--- src/rtl/core/arp_cache_table_defines.svh ---
// Assertion helpers for the ARP cache core.
// Every check is clocked on i_clk and held off while i_rst_n is low.
`ifndef ARP_CACHE_TABLE_DEFINES_SVH
`define ARP_CACHE_TABLE_DEFINES_SVH

// Same-cycle check: the consequent must hold whenever the antecedent does.
`define ARPC_ASSERT_NOW(lbl, ante, cons, msg) \
    lbl: assert property (@(posedge i_clk) disable iff (!i_rst_n) \
        (ante) |-> (cons)) else $error(msg);

// Next-cycle check: the consequent must hold in the cycle after the antecedent.
`define ARPC_ASSERT_NEXT(lbl, ante, cons, msg) \
    lbl: assert property (@(posedge i_clk) disable iff (!i_rst_n) \
        (ante) |=> (cons)) else $error(msg);

`endif

--- src/rtl/core/arpc_pkg.sv ---
package arpc_pkg;

    localparam int IP_W  = 32;
    localparam int MAC_W = 48;
    localparam int CNT_W = 3;

    // Operation codes carried on i_kind.
    localparam logic KIND_INSERT = 1'b0;
    localparam logic KIND_LOOKUP = 1'b1;

    typedef struct packed {
        logic [IP_W-1:0]  ip;
        logic [MAC_W-1:0] mac;
    } t_entry;

endpackage

--- src/rtl/core/arp_cache_table.sv ---
// Channel | Dir | Handshake                 | Beat payload
// --------+-----+---------------------------+----------------------------------
// in      | in  | i_in_valid / o_in_stall   | i_kind, i_ip_addr, i_mac_addr
// out     | out | o_out_valid / i_out_stall | o_hit, o_found_mac, o_entry_count
//
// One beat in at a time. Lookup: scan from the oldest entry to a hit or the end.
// Insert: scan, then compact one entry per cycle over the matched or evicted
// slot through the entry memory (one read, one write port), or append.
// Synchronous active-low reset empties the table (count to 0), not the memory.
// A result parks in the output register under i_out_stall; the next beat is
// taken meanwhile and its result waits in S_OUT.
`include "arp_cache_table_defines.svh"

module arp_cache_table #(
    parameter int CACHE_ENTRIES = 4
) (
    input  logic                        i_clk,
    input  logic                        i_rst_n,
    input  logic                        i_in_valid,
    output logic                        o_in_stall,
    input  logic                        i_kind,
    input  logic [arpc_pkg::IP_W-1:0]   i_ip_addr,
    input  logic [arpc_pkg::MAC_W-1:0]  i_mac_addr,
    output logic                        o_out_valid,
    input  logic                        i_out_stall,
    output logic                        o_hit,
    output logic [arpc_pkg::MAC_W-1:0]  o_found_mac,
    output logic [arpc_pkg::CNT_W-1:0]  o_entry_count
);
    import arpc_pkg::*;

    // AW: entry index width, CW: count width (holds CACHE_ENTRIES itself).
    localparam int AW = (CACHE_ENTRIES > 1) ? $clog2(CACHE_ENTRIES) : 1;
    localparam int CW = $clog2(CACHE_ENTRIES + 1);

    typedef enum logic [2:0] {
        S_IDLE,
        S_SCAN,
        S_SHIFT,
        S_APPEND,
        S_OUT
    } t_state;

    t_state             r_state;
    logic [CW-1:0]      r_count;
    logic [AW-1:0]      r_idx;       // entry under compare / write target
    logic               r_kind;
    logic [IP_W-1:0]    r_ip;
    logic [MAC_W-1:0]   r_mac;
    logic               r_hit;
    logic [MAC_W-1:0]   r_found;

    logic               r_out_valid;
    logic               r_out_hit;
    logic [MAC_W-1:0]   r_out_mac;
    logic [CNT_W-1:0]   r_out_cnt;

    // Entry memory, oldest entry at index 0.
    t_entry             r_mem [CACHE_ENTRIES];
    t_entry             r_rd_data;

    logic               mem_we;
    logic [AW-1:0]      mem_waddr;
    logic [AW-1:0]      mem_raddr;
    t_entry             mem_wdata;

    logic [CW-1:0]      idx_nxt;
    logic               last;        // r_idx is the youngest valid entry
    logic               match;
    logic               full;
    logic               out_free;
    logic               out_load;
    logic               in_accept;

    assign idx_nxt   = CW'(r_idx) + CW'(1);
    assign last      = (idx_nxt == r_count);
    assign match     = (r_rd_data.ip == r_ip);
    assign full      = (r_count == CW'(CACHE_ENTRIES));
    assign out_free  = !r_out_valid || !i_out_stall;
    assign out_load  = (r_state == S_OUT) && out_free;
    assign in_accept = i_in_valid && (r_state == S_IDLE);

    assign o_in_stall    = (r_state != S_IDLE);
    assign o_out_valid   = r_out_valid;
    assign o_hit         = r_out_hit;
    assign o_found_mac   = r_out_mac;
    assign o_entry_count = r_out_cnt;

    // Memory port control. Reads run one entry ahead of the compare/write
    // index; compaction copies k+1 into k and reads k+2 (never the same row).
    always_comb begin
        mem_we    = 1'b0;
        mem_waddr = r_idx;
        mem_raddr = r_idx + AW'(1);
        mem_wdata = '{ip: r_ip, mac: r_mac};
        unique case (r_state)
            S_IDLE: begin
                mem_raddr = '0;
            end
            S_SCAN: begin
                // Full table, no match: restart reads at 1 for the eviction.
                if (!match && last) begin
                    mem_raddr = AW'(1);
                end
            end
            S_SHIFT: begin
                mem_we = 1'b1;
                if (!last) begin
                    mem_wdata = r_rd_data;
                    mem_raddr = r_idx + AW'(1) + AW'(1);
                end
            end
            S_APPEND: begin
                mem_we    = 1'b1;
                mem_waddr = AW'(r_count);
            end
            S_OUT: begin
                mem_raddr = '0;
            end
            default: begin
                mem_raddr = '0;
            end
        endcase
    end

    always_ff @(posedge i_clk) begin
        if (mem_we) begin
            r_mem[mem_waddr] <= mem_wdata;
        end
        r_rd_data <= r_mem[mem_raddr];
    end

    always_ff @(posedge i_clk) begin
        if (!i_rst_n) begin
            r_state     <= S_IDLE;
            r_count     <= '0;
            r_out_valid <= 1'b0;
        end else begin
            // A new result replaces the held one only once it has left.
            if (out_load) begin
                r_out_valid <= 1'b1;
            end else if (!i_out_stall) begin
                r_out_valid <= 1'b0;
            end
            unique case (r_state)
                S_IDLE: begin
                    if (in_accept) begin
                        r_kind  <= i_kind;
                        r_ip    <= i_ip_addr;
                        r_mac   <= i_mac_addr;
                        r_hit   <= 1'b0;
                        r_found <= '0;
                        r_idx   <= '0;
                        if (r_count == '0) begin
                            r_state <= (i_kind == KIND_INSERT) ? S_APPEND : S_OUT;
                        end else begin
                            r_state <= S_SCAN;
                        end
                    end
                end
                S_SCAN: begin
                    if (match) begin
                        // Lowest index wins; an insert closes the gap from here.
                        r_hit <= 1'b1;
                        if (r_kind == KIND_LOOKUP) begin
                            r_found <= r_rd_data.mac;
                            r_state <= S_OUT;
                        end else begin
                            r_state <= S_SHIFT;
                        end
                    end else if (last) begin
                        if (r_kind == KIND_LOOKUP) begin
                            r_state <= S_OUT;
                        end else if (full) begin
                            r_idx   <= '0;      // evict the oldest
                            r_state <= S_SHIFT;
                        end else begin
                            r_state <= S_APPEND;
                        end
                    end else begin
                        r_idx <= r_idx + AW'(1);
                    end
                end
                S_SHIFT: begin
                    // The last write drops the new pair into the youngest
                    // slot, so the count is unchanged (one out, one in).
                    if (!last) begin
                        r_idx <= r_idx + AW'(1);
                    end else begin
                        r_state <= S_OUT;
                    end
                end
                S_APPEND: begin
                    r_count <= r_count + CW'(1);
                    r_state <= S_OUT;
                end
                S_OUT: begin
                    if (out_free) begin
                        r_out_hit   <= r_hit;
                        r_out_mac   <= r_found;
                        r_out_cnt   <= CNT_W'(r_count);
                        r_state     <= S_IDLE;
                    end
                end
                default: begin
                    r_state <= S_IDLE;
                end
            endcase
        end
    end

    `ARPC_ASSERT_NOW(a_count_bound, 1'b1, r_count <= CW'(CACHE_ENTRIES),
        "entry count above table size")
    `ARPC_ASSERT_NOW(a_shift_in_range, r_state == S_SHIFT, CW'(r_idx) < r_count,
        "compaction index outside valid entries")
    `ARPC_ASSERT_NEXT(a_count_only_on_append, r_state != S_APPEND, $stable(r_count),
        "entry count changed outside append")
    `ARPC_ASSERT_NOW(a_mac_only_on_hit, o_out_valid && !o_hit, o_found_mac == '0,
        "nonzero MAC on a result without hit")

endmodule

--- config.mk ---
export PLATFORM = sky130hd
export DESIGN_NAME = arp_cache_table
export DESIGN_NICKNAME = d
export VERILOG_FILES = /design/src/rtl/core/arpc_pkg.sv /design/src/rtl/core/arp_cache_table.sv
export VERILOG_INCLUDE_DIRS = /design/src /design/src/rtl/core
export SDC_FILE = /design/constraint.sdc
export NUM_CORES = 1
export LEC_CHECK = 0
export BUFFER_PORTS_ARGS = -buffer_cell sky130_fd_sc_hd__buf_4
export CORE_MARGIN = 5
export CORE_UTILIZATION = 29
export CTS_BUF_LIST = sky130_fd_sc_hd__clkbuf_4
export CTS_CLUSTER_DIAMETER = 40
export CTS_CLUSTER_SIZE = 25
export DETAILED_ROUTE_END_ITERATION = 6
export PLACE_DENSITY_LB_ADDON = 0.25
export SYNTH_ARGS = -nofsm -noshare
export SYNTH_HDL_FRONTEND = slang
export SYNTH_SLANG_ARGS = --single-unit
--- constraint.sdc ---
create_clock -name i_clk -period 15.4 [get_ports i_clk]
set_input_delay 0.77 -clock i_clk [delete_from_list [all_inputs] [get_ports i_clk]]
set_output_delay 0.77 -clock i_clk [all_outputs]
set_load 0.03 [all_outputs]
### After elaboration in Yosys (flattened, before gate mapping)

Memory sizes are Yosys's and may differ from the RTL's. A register that Yosys moved wholly into a read port is not among the register bits.
Index checks and enable logic that the tools add are counted.

* $add $sub $neg: 4
* eq/ne operators: 18
* mux-type cells: 36
* reductions and logical operators: 19

Operator list (count)
* 80-bit two-way mux: 2
* 48-bit two-way mux: 3
* 48-bit one-hot mux with 2 select lines: 1
* 32-bit == test: 1
* 3-bit two-way mux: 9
* 2-bit two-way mux: 9
* 3-bit one-hot mux with 5 select lines: 1
* 2-bit != test, second input constant: 7
* 2-bit one-hot mux with 3 select lines: 2
* 3-bit != test, second input constant: 3
* 1-bit two-way mux: 8
* 4-bit AND reduction: 2
* 7-bit AND reduction: 1
* 3-bit by 2-bit == test with 1-bit output, second input constant: 2
* 3-bit == test, second input constant: 2
* 3-bit logical NOT: 2
* 3-bit AND reduction: 2
* 3-bit nonzero test: 2
* 5-bit AND reduction: 1
* 2-bit by 1-bit adder with 2-bit output, second input constant: 2
* 2-bit by 1-bit adder with 3-bit output, second input constant: 1
* 3-bit by 1-bit adder with 3-bit output, second input constant: 1
* 3-bit by 1-bit == test with 1-bit output, second input constant: 1
* 3-bit == test: 1
* other kinds (7): 11

* flip-flop bits (word level): 191
* memory bits (writable): 320
* input bits: 85
* output and inout bits: 54
* word-level logic and storage cells: 90
* memories: 1

Memories
* r_mem: words 4, bits a word 80, rd ports 1, clocked after memory_dff 1, wr ports 1, line arp_cache_table.sv:59 `t_entry r_mem [CACHE_ENTRIES];`

### Logic depth before layout (Yosys ltp)

Gate-level depths: netlist (run 1).

* word-level depth: 6
* gate-level depth with buffers: 13
* gate-level depth less buffers: 10

### Worst setup path before layout (run 1)

No wires, ideal clock.

* path kind: reg-to-reg
* from: register r_state[0]
* to: memory r_mem[3][0] in the netlist's numbering (enable)
* setup time: 544 ps
* data arrival time: 4912 ps
* required time: 14856 ps
* slack: 9943 ps
* cell stages (with the launch flop): 5
* path buffers: 2
* clock period less this slack: 5457 ps
* path through: dfxtp_1 -> clkbuf_1 -> buf_1 -> nand3_1 -> a21oi_1

* cells in the longest elaborated chain, start to end: 5
* elaborated cells between the ends (all ways): 7
* classes of those cells: eq/ne (2); mux (4); reduce/logical (1)

RTL lines
* from (decl): line arp_cache_table.sv:44 `t_state r_state;`
* from (signal assigned): line arp_cache_table.sv:155 `r_state <= (i_kind == KIND_INSERT) ? S_APPEND : S_OUT;`
* 3-bit by 2-bit == test with 1-bit output: line arp_cache_table.sv:96 `unique case (r_state)`
* 2-bit OR reduction (no source line)
* 1-bit two-way mux: line arp_cache_table.sv:96
* 1-bit two-way mux: line arp_cache_table.sv:127 `if (mem_we) begin`
* 1-bit two-way mux (not written as such): line arp_cache_table.sv:128 `r_mem[mem_waddr] <= mem_wdata;`
* to (decl): line arp_cache_table.sv:59

Parallel ways exist; a longest one is shown, timed or not.

### Final worst setup path (run 1)

* from: register r_idx[0]
* to: register r_rd_data[60] (netlist name)

* cells in the longest elaborated chain, start to end: 5
* elaborated cells between the ends (all ways): 8
* classes of those cells: add/sub (3); eq/ne (1); mux (3); reduce/logical (1)

RTL lines
* from (decl): line arp_cache_table.sv:46 `logic [AW-1:0] r_idx;`
* from (signal assigned): line arp_cache_table.sv:181 `r_idx <= r_idx + AW'(1);`
* from (signal assigned): line arp_cache_table.sv:188 `r_idx <= r_idx + AW'(1);`
* branches (longest 4 deep; another with 2-bit by 1-bit adder with 2-bit output)
* 2-bit one-hot mux with 3 select lines *: line arp_cache_table.sv:96

Every way passes the cells marked *.
A chain may end at the register's enable or synchronous reset.

==> results.json, run 1 <==
{
  "grt_pass1_wl_um": 67600,
  "postRouteAntennaNets": 0,
  "async_flop_share_pct": 0,
  "reg2reg_depth": 12,
  "wirelength_um": 44700,
  "cpMaxStageDelayCell": "buf_4",
  "syn_inst": 1141,
  "clockBufferDepth": 3,
  "htree_levels": 3,
  "dieArea_sq_um": 81400,
  "avgRoutedWirePerCell_um": 18.1,
  "cts_sinks": 591,
  "antenna_found_initial": 5,
  "final_nets": 1499,
  "synth_edf_count": 504,
  "p_leak_nw": 9.49,
  "io_buffer_count": 138,
  "cpLargestDelayFamily": "buffers and inverters",
  "powerDensity_nw_per_um2": 138,
  "critPathKind": "reg -> reg",
  "core_sq_um": 75600,
  "worst_r2r_endpoint": "r_rd_data[60]",
  "r2r_slack_ps": 11200,
  "root_buffer": "clkbuf_4",
  "syn-mean-instance-area_sq_um": 19.3,
  "wl_met1_um": 20300,
  "wl_met3_um": 2200,
  "grt_use_total_pct": 10.9,
  "viasPerCell": 4.28,
  "num_vias": 10600,
  "r2r-start": "r_idx[0]",
  "synth_area_sq_um": 22000,
  "worstPathRequired_ps": 16060,
  "drt_first_pass_iters": 5,
  "critPathMaxFanout": 60,
  "synth_seq_cells": 591,
  "postLayoutCellArea_sq_um": 26100,
  "post-route-period-util_pct": 27.3,
  "grt_pass1_vias": 11200,
  "cp.arrival_ps": 4860,
  "cts_resized": 0,
  "overflow": 0,
  "drt_iter0_drc": 543,
  "rsz0062_at_grt": "false",
  "numCtsBuffers": 95,
  "drv_slew": 0,
  "clock_latency_ps": 900,
  "crit_path_cell_trace": "ha_1 > xnor2_1 > and3_4 > inv_2 > ha_1 > nand2_1 > a21oi_1 > a31oi_4 > buf_4 > buf_4 > mux2i_1 > mux2i_1",
  "setup_viol": 0,
  "fmax_mhz": 238,
  "irDropWorstVdd_mv": 0.0578,
  "status": "finished clean",
  "die_w_um": 285,
  "endpoint_kind": "flop",
  "finClkSkew_ps": 98.8,
  "finalCriticalPeriod_ps": 4200,
  "relSlewSlack_pct": 25.0,
  "yosysWarnings": 0,
  "finalHoldViolCount": 0,
  "synth_cell_type_count": 44,
  "syn_nets": 1230,
  "hold_depth": 1,
  "fillers": 7274,
  "hp-start": "i_ip_addr[30]",
  "worst_pin_slew_ps": 1120,
  "die_height_um": 285,
  "syn_to_final_growth_pct": 18.7,
  "drcViolationCount": 0,
  "clk_pin_slew_worst_paths_ps": 90,
  "setup-tns-final_ps": 0,
  "route.met2.wl_um": 21300,
  "cts_tree": "done",
  "synthFlopType": "edfxtp_1",
  "io_pins": 139,
  "synth_seq_area_share_pct": 76.7,
  "gp_congestion": 0.687,
  "cap_viol_max_count": 0,
  "postPlaceCellArea_sq_um": 23900,
  "place_hpwl_um": 25000,
  "cp-start-kind": "flop",
  "min_path_type": "in -> reg",
  "drive_gt1_share_pct": 25.8,
  "dr.max_layer_used": "met5",
  "grt_max_degree": 61,
  "cpPeakStageDelay_ps": 920,
  "path_buf_inv": 3,
  "start_util_pct": 29.1,
  "worstHoldEndpoint": "r_ip[30]",
  "num_rows": 101
}
-- worst max-delay path by stage --
stage                          start       endpoint  cells after the start
after global placement      r_idx[0]  r_rd_data[69]                     12
final                       r_idx[0]  r_rd_data[60]                     12
after detailed placement    r_idx[0]  r_rd_data[60]                     12
after floorplan           r_state[0]    r_mem[3][0]                      4
after global routing        r_idx[0]  r_rd_data[59]                     12
after CTS                   r_idx[0]  r_rd_data[60]                     12
-- report_power, final --
group / leakage [nW] / internal (mW) / switching (mW)
Combinational: 3.33 / 0.188 / 0.257
Clock: 0.823 / 0.574 / 0.631
Sequential: 5.33 / 1.90 / 0.0523
-- registers in the layout (all words and copies together) (netlist names), 2 cells and up --
| signal | flops |
|---|---|
| o_found_mac | 48 |
| r_rd_data | 80 |
| o_entry_count | 3 |
| r_mem | 320 |
| r_idx | 2 |
| r_state | 3 |
| r_ip | 32 |
| r_mac | 48 |
| r_count | 3 |
| r_found | 48 |
-- placed cells by master, fill, tap and decap left out, drive strengths merged, types with 2 or more instances in the layout --
cell and n:
a21boi 3, a21oi 9, a31oi 3, and2 52, and3 2, buf 155
bufinv 12, clkbuf 107, clkinv 28, clkinvlp 15, dfxtp 87, diode 6
dlygate4sd3 62, edfxtp 504, ha 4, inv 23, mux2 80, mux2i 240
nand2 12, nand2b 2, nand3 6, nand3b 2, nand4 8, nor2 14
nor2b 3, nor3 4, nor3b 2, nor4 2, o21a 2, o21ai 3
xnor2 36
-- cell usage after synthesis (3+ instances only) --
| cell type | instances | share of area [%] |
|---|---|---|
| buf_12 | 19 | 1.7 |
| dfxtp_1 | 87 | 7.9 |
| mux2_1 | 31 | 1.6 |
| nand3_1 | 6 | 0.14 |
| clkbuf_1 | 8 | 0.14 |
| bufbuf_8 | 6 | 0.51 |
| nand4_1 | 8 | 0.23 |
| ha_1 | 4 | 0.23 |
| buf_2 | 8 | 0.18 |
| and2_1 | 52 | 1.5 |
| nor2_1 | 14 | 0.24 |
| mux2i_1 | 240 | 11 |
| inv_1 | 5 | 0.085 |
| a31oi_1 | 3 | 0.085 |
| nor2b_1 | 3 | 0.085 |
| nor3_1 | 3 | 0.068 |
| o21ai_0 | 3 | 0.068 |
| xnor2_1 | 36 | 1.4 |
| edfxtp_1 | 504 | 69 |
| a21oi_1 | 9 | 0.20 |
| a21boi_0 | 3 | 0.10 |
| nand2_1 | 12 | 0.20 |
| mux2_2 | 49 | 2.5 |
-- metal layers --
| metal | up-vias | GRT usage, % |
|---|---|---|
| met3 | 85 | 2.96 |
| met5 | - | 0 |
| met1 | 5273 | 14.2 |
| li1 | 4983 | - |
| met2 | 241 | 17.8 |
| met4 | 2 | 3.28 |
-- kinds of logic after synthesis --
group                    after synthesis  share of synthesized area, %
AND/OR/NAND/NOR                      109                          2.87
buffers and inverters                 52                          2.80
XOR/XNOR                              37                          1.47
flip-flops                           591                          76.7
multiplexers                         320                          15.0
AO/OA/AOI/OAI                         28                         0.859
adder cells (fa/ha/maj)                4                         0.228
-- metrics by stage --
step | hold WS [ps] | setup slack [ps] | power [mW] | cells | utilization, %
final | 131 | 11200 | 3.61 | 2475 | 34.5
after global routing | -13.9 | 10910 | 3.79 | 2475 | 34.5
after CTS | 0.0518 | 11090 | 3.69 | 2469 | 34.5
after detailed placement | 405 | 11130 | 2.44 | 2229 | 31.6
after global placement | 402 | 11280 | 2.43 | 2229 | 31.6
after floorplan | 400 | 9940 | 2.33 | 1141 | -
-- layout make-up --
| class | instances | area, sq um | share of cell area, % |
|---|---|---|---|
| clock inverters | 71 | 776 | 2.97 |
| diodes | 6 | 15.0 | 0.0575 |
| flip-flops and latches | 591 | 16900 | 64.7 |
| multi-input cells | 498 | 4590 | 17.6 |
| clock buffers | 107 | 803 | 3.08 |
| inverters | 7 | 26.3 | 0.101 |
| well taps | 978 | 1220 | 4.69 |
| repair buffers | 217 | 1780 | 6.84 |
-- what timing repair did --
| item | in CTS | in global routing |
|---|---|---|
| hold buffers | 62 | 0 |
| endpoints found under the hold margin | 62 | 0 |
| setup buffers | 0 | 0 |
No activity file was read; power rests on OpenSTA's default activity.
==> inputs of run 2 (changes only) <==
==> constraint.sdc (replaced) <==
create_clock -name i_clk -period 4.3 [get_ports i_clk]
set_input_delay 0.215 -clock i_clk [delete_from_list [all_inputs] [get_ports i_clk]]
set_output_delay 0.215 -clock i_clk [all_outputs]
set_load 0.03 [all_outputs]
==> run 2 against run 1 <==
Hold slack got worse by 9.4 ps. Worst setup slack worse by 10000 ps. Sequential cell count stayed put. Cell count is 3.9% higher. Non-clock buffer count increased by 98. Clock skew fell by 25 ps. Die area is the same. Highest routed layer unchanged.
==> results.json, run 2 (synthesis gave the netlist of run 1 again) <==
{
  "rsz0062_at_grt": "false",
  "r2r-start": "r_ip[3]",
  "drt_iter0_drc": 407,
  "drt_first_pass_iters": 4,
  "clk_pin_slew_worst_paths_ps": 100,
  "finalHoldViolCount": 0,
  "syn_to_final_growth_pct": 24.4,
  "viasPerCell": 4.28,
  "finClkSkew_ps": 74.2,
  "io_buffer_count": 138,
  "critPathMaxFanout": 17,
  "fmax_mhz": 296,
  "num_rows": 101,
  "layout_commonest_cell": "edfxtp_1",
  "worst_pin_slew_ps": 873,
  "finalCriticalPeriod_ps": 3370,
  "worstPathRequired_ps": 5000,
  "cts_tree": "done",
  "largest_reg_flops": 320,
  "hp-start": "i_mac_addr[24]",
  "drv_slew": 0,
  "irDropWorstVdd_mv": 0.202,
  "post-route-period-util_pct": 78.5,
  "numCtsBuffers": 95,
  "postRouteAntennaNets": 0,
  "p_leak_nw": 10.1,
  "place_hpwl_um": 25700,
  "regMostFlops": "r_mem",
  "die_height_um": 285,
  "dieArea_sq_um": 81400,
  "post_cts_buffers": 0,
  "io_pins": 139,
  "reg_top3": "r_mem (320), r_rd_data (80)",
  "status": "finished clean",
  "final_nets": 1597,
  "r2r_slack_ps": 930,
  "setup-tns-final_ps": 0,
  "cp-start-kind": "flop",
  "powerDensity_nw_per_um2": 494,
  "grt_use_total_pct": 11.3,
  "setup_viol": 0,
  "grt_pass1_vias": 11600,
  "min_path_type": "in -> reg",
  "wirelength_um": 46000,
  "start_util_pct": 29.1,
  "worstHoldEndpoint": "r_mac[24]",
  "avgRoutedWirePerCell_um": 17.9,
  "gp_congestion": 0.701,
  "hold_depth": 2,
  "reg2reg_depth": 8,
  "cp.arrival_ps": 4070,
  "grt_max_degree": 65,
  "relSlewSlack_pct": 41.6,
  "root_buffer": "clkbuf_4",
  "cap_viol_max_count": 0,
  "clock_latency_ps": 880,
  "cts_sinks": 591,
  "drive_gt1_share_pct": 25.0,
  "clockBufferDepth": 3,
  "htree_levels": 3,
  "overflow": 0,
  "endpoint_kind": "flop",
  "grt_pass1_wl_um": 70100,
  "die_w_um": 285,
  "drcViolationCount": 0,
  "critPathKind": "reg -> reg",
  "num_vias": 11000,
  "worst_r2r_endpoint": "r_rd_data[61]",
  "whs_ps": 121,
  "core_sq_um": 75600,
  "final_cell_mix": "edfxtp_1, mux2i_1, dlygate4sd3_1",
  "antenna_found_initial": 4
}
[run 2: where the power goes]
part | internal, mW | leakage [nW] | total (mW) | switching, mW
sequential | 6.82 | 5.33 | 7.01 | 0.191
clock | 2.52 | 0.950 | 4.79 | 2.27
combinational | 0.764 | 3.79 | 1.71 | 0.948
total | 10.1 | 10.1 | 13.5 | 3.41
[run 2: area by class of cell]
cell class / count / area, sq um
Clock buffer: 113 / 848
Timing Repair Buffer: 315 / 2880
Inverter: 7 / 26.3
Fill cell: 7095 / 48200
Antenna cell: 3 / 7.51
Clock inverter: 67 / 918
Multi-Input combinational cell: 498 / 4590
Tap cell: 978 / 1220
Sequential cell: 591 / 16900
[run 2: how the worst max path moves through the flow]
stage / cells past startpoint / from / slack [ps] / end
after detailed placement: 8 / r_ip[3] / 940 / r_rd_data[61]
after floorplan: 7 / r_ip[31] / 320 / r_found[0]
final: 8 / r_ip[3] / 930 / r_rd_data[61]
after global placement: 8 / r_ip[3] / 950 / r_rd_data[61]
after CTS: 8 / r_ip[3] / 870 / r_rd_data[61]
after global routing: 8 / r_ip[3] / 680 / r_rd_data[61]
[run 2: per-layer routing]
layer	vias up	track usage [%]	wire length, um	share of wire (%)
li1	5176	-	-	-
met1	5480	14.6	20800	45
met2	247	18.6	22000	48
met3	92	2.96	2070	4.5
met4	2	3.54	1120	2.4
met5	-	0	13	0.028
[run 2: metrics by stage]
step | instance area, sq um | cells | worst slack, ps | util [%] | power, mW
5_1_grt | 27400 | 2572 | 675 | 36.2 | 14.2
4_1_cts | 27300 | 2567 | 870 | 36.2 | 13.8
3_3_place_gp | 24000 | 2235 | 953 | 31.8 | 8.75
3_5_place_dp | 24000 | 2235 | 942 | 31.8 | 8.78
2_1_floorplan | 22000 | 1141 | 318 | - | 8.35
6_report | 27400 | 2572 | 926 | 36.2 | 13.5
[run 2: critical path, stage by stage, from the launching register on]
cell,delay (ps)
edfxtp_1,460
xnor2_1,170
nand4_1,200
nor4_2,690
nand2_1,330
a31oi_4,600
buf_4,410
mux2i_1,240
mux2i_1,90
[run 2: repair_timing]
| item | 4_1_cts | 5_1_grt |
|---|---|---|
| endpoints found under the hold margin | 116 | 2 |
| hold buffers | 152 | 2 |
| gates resized for setup | 0 | 0 |
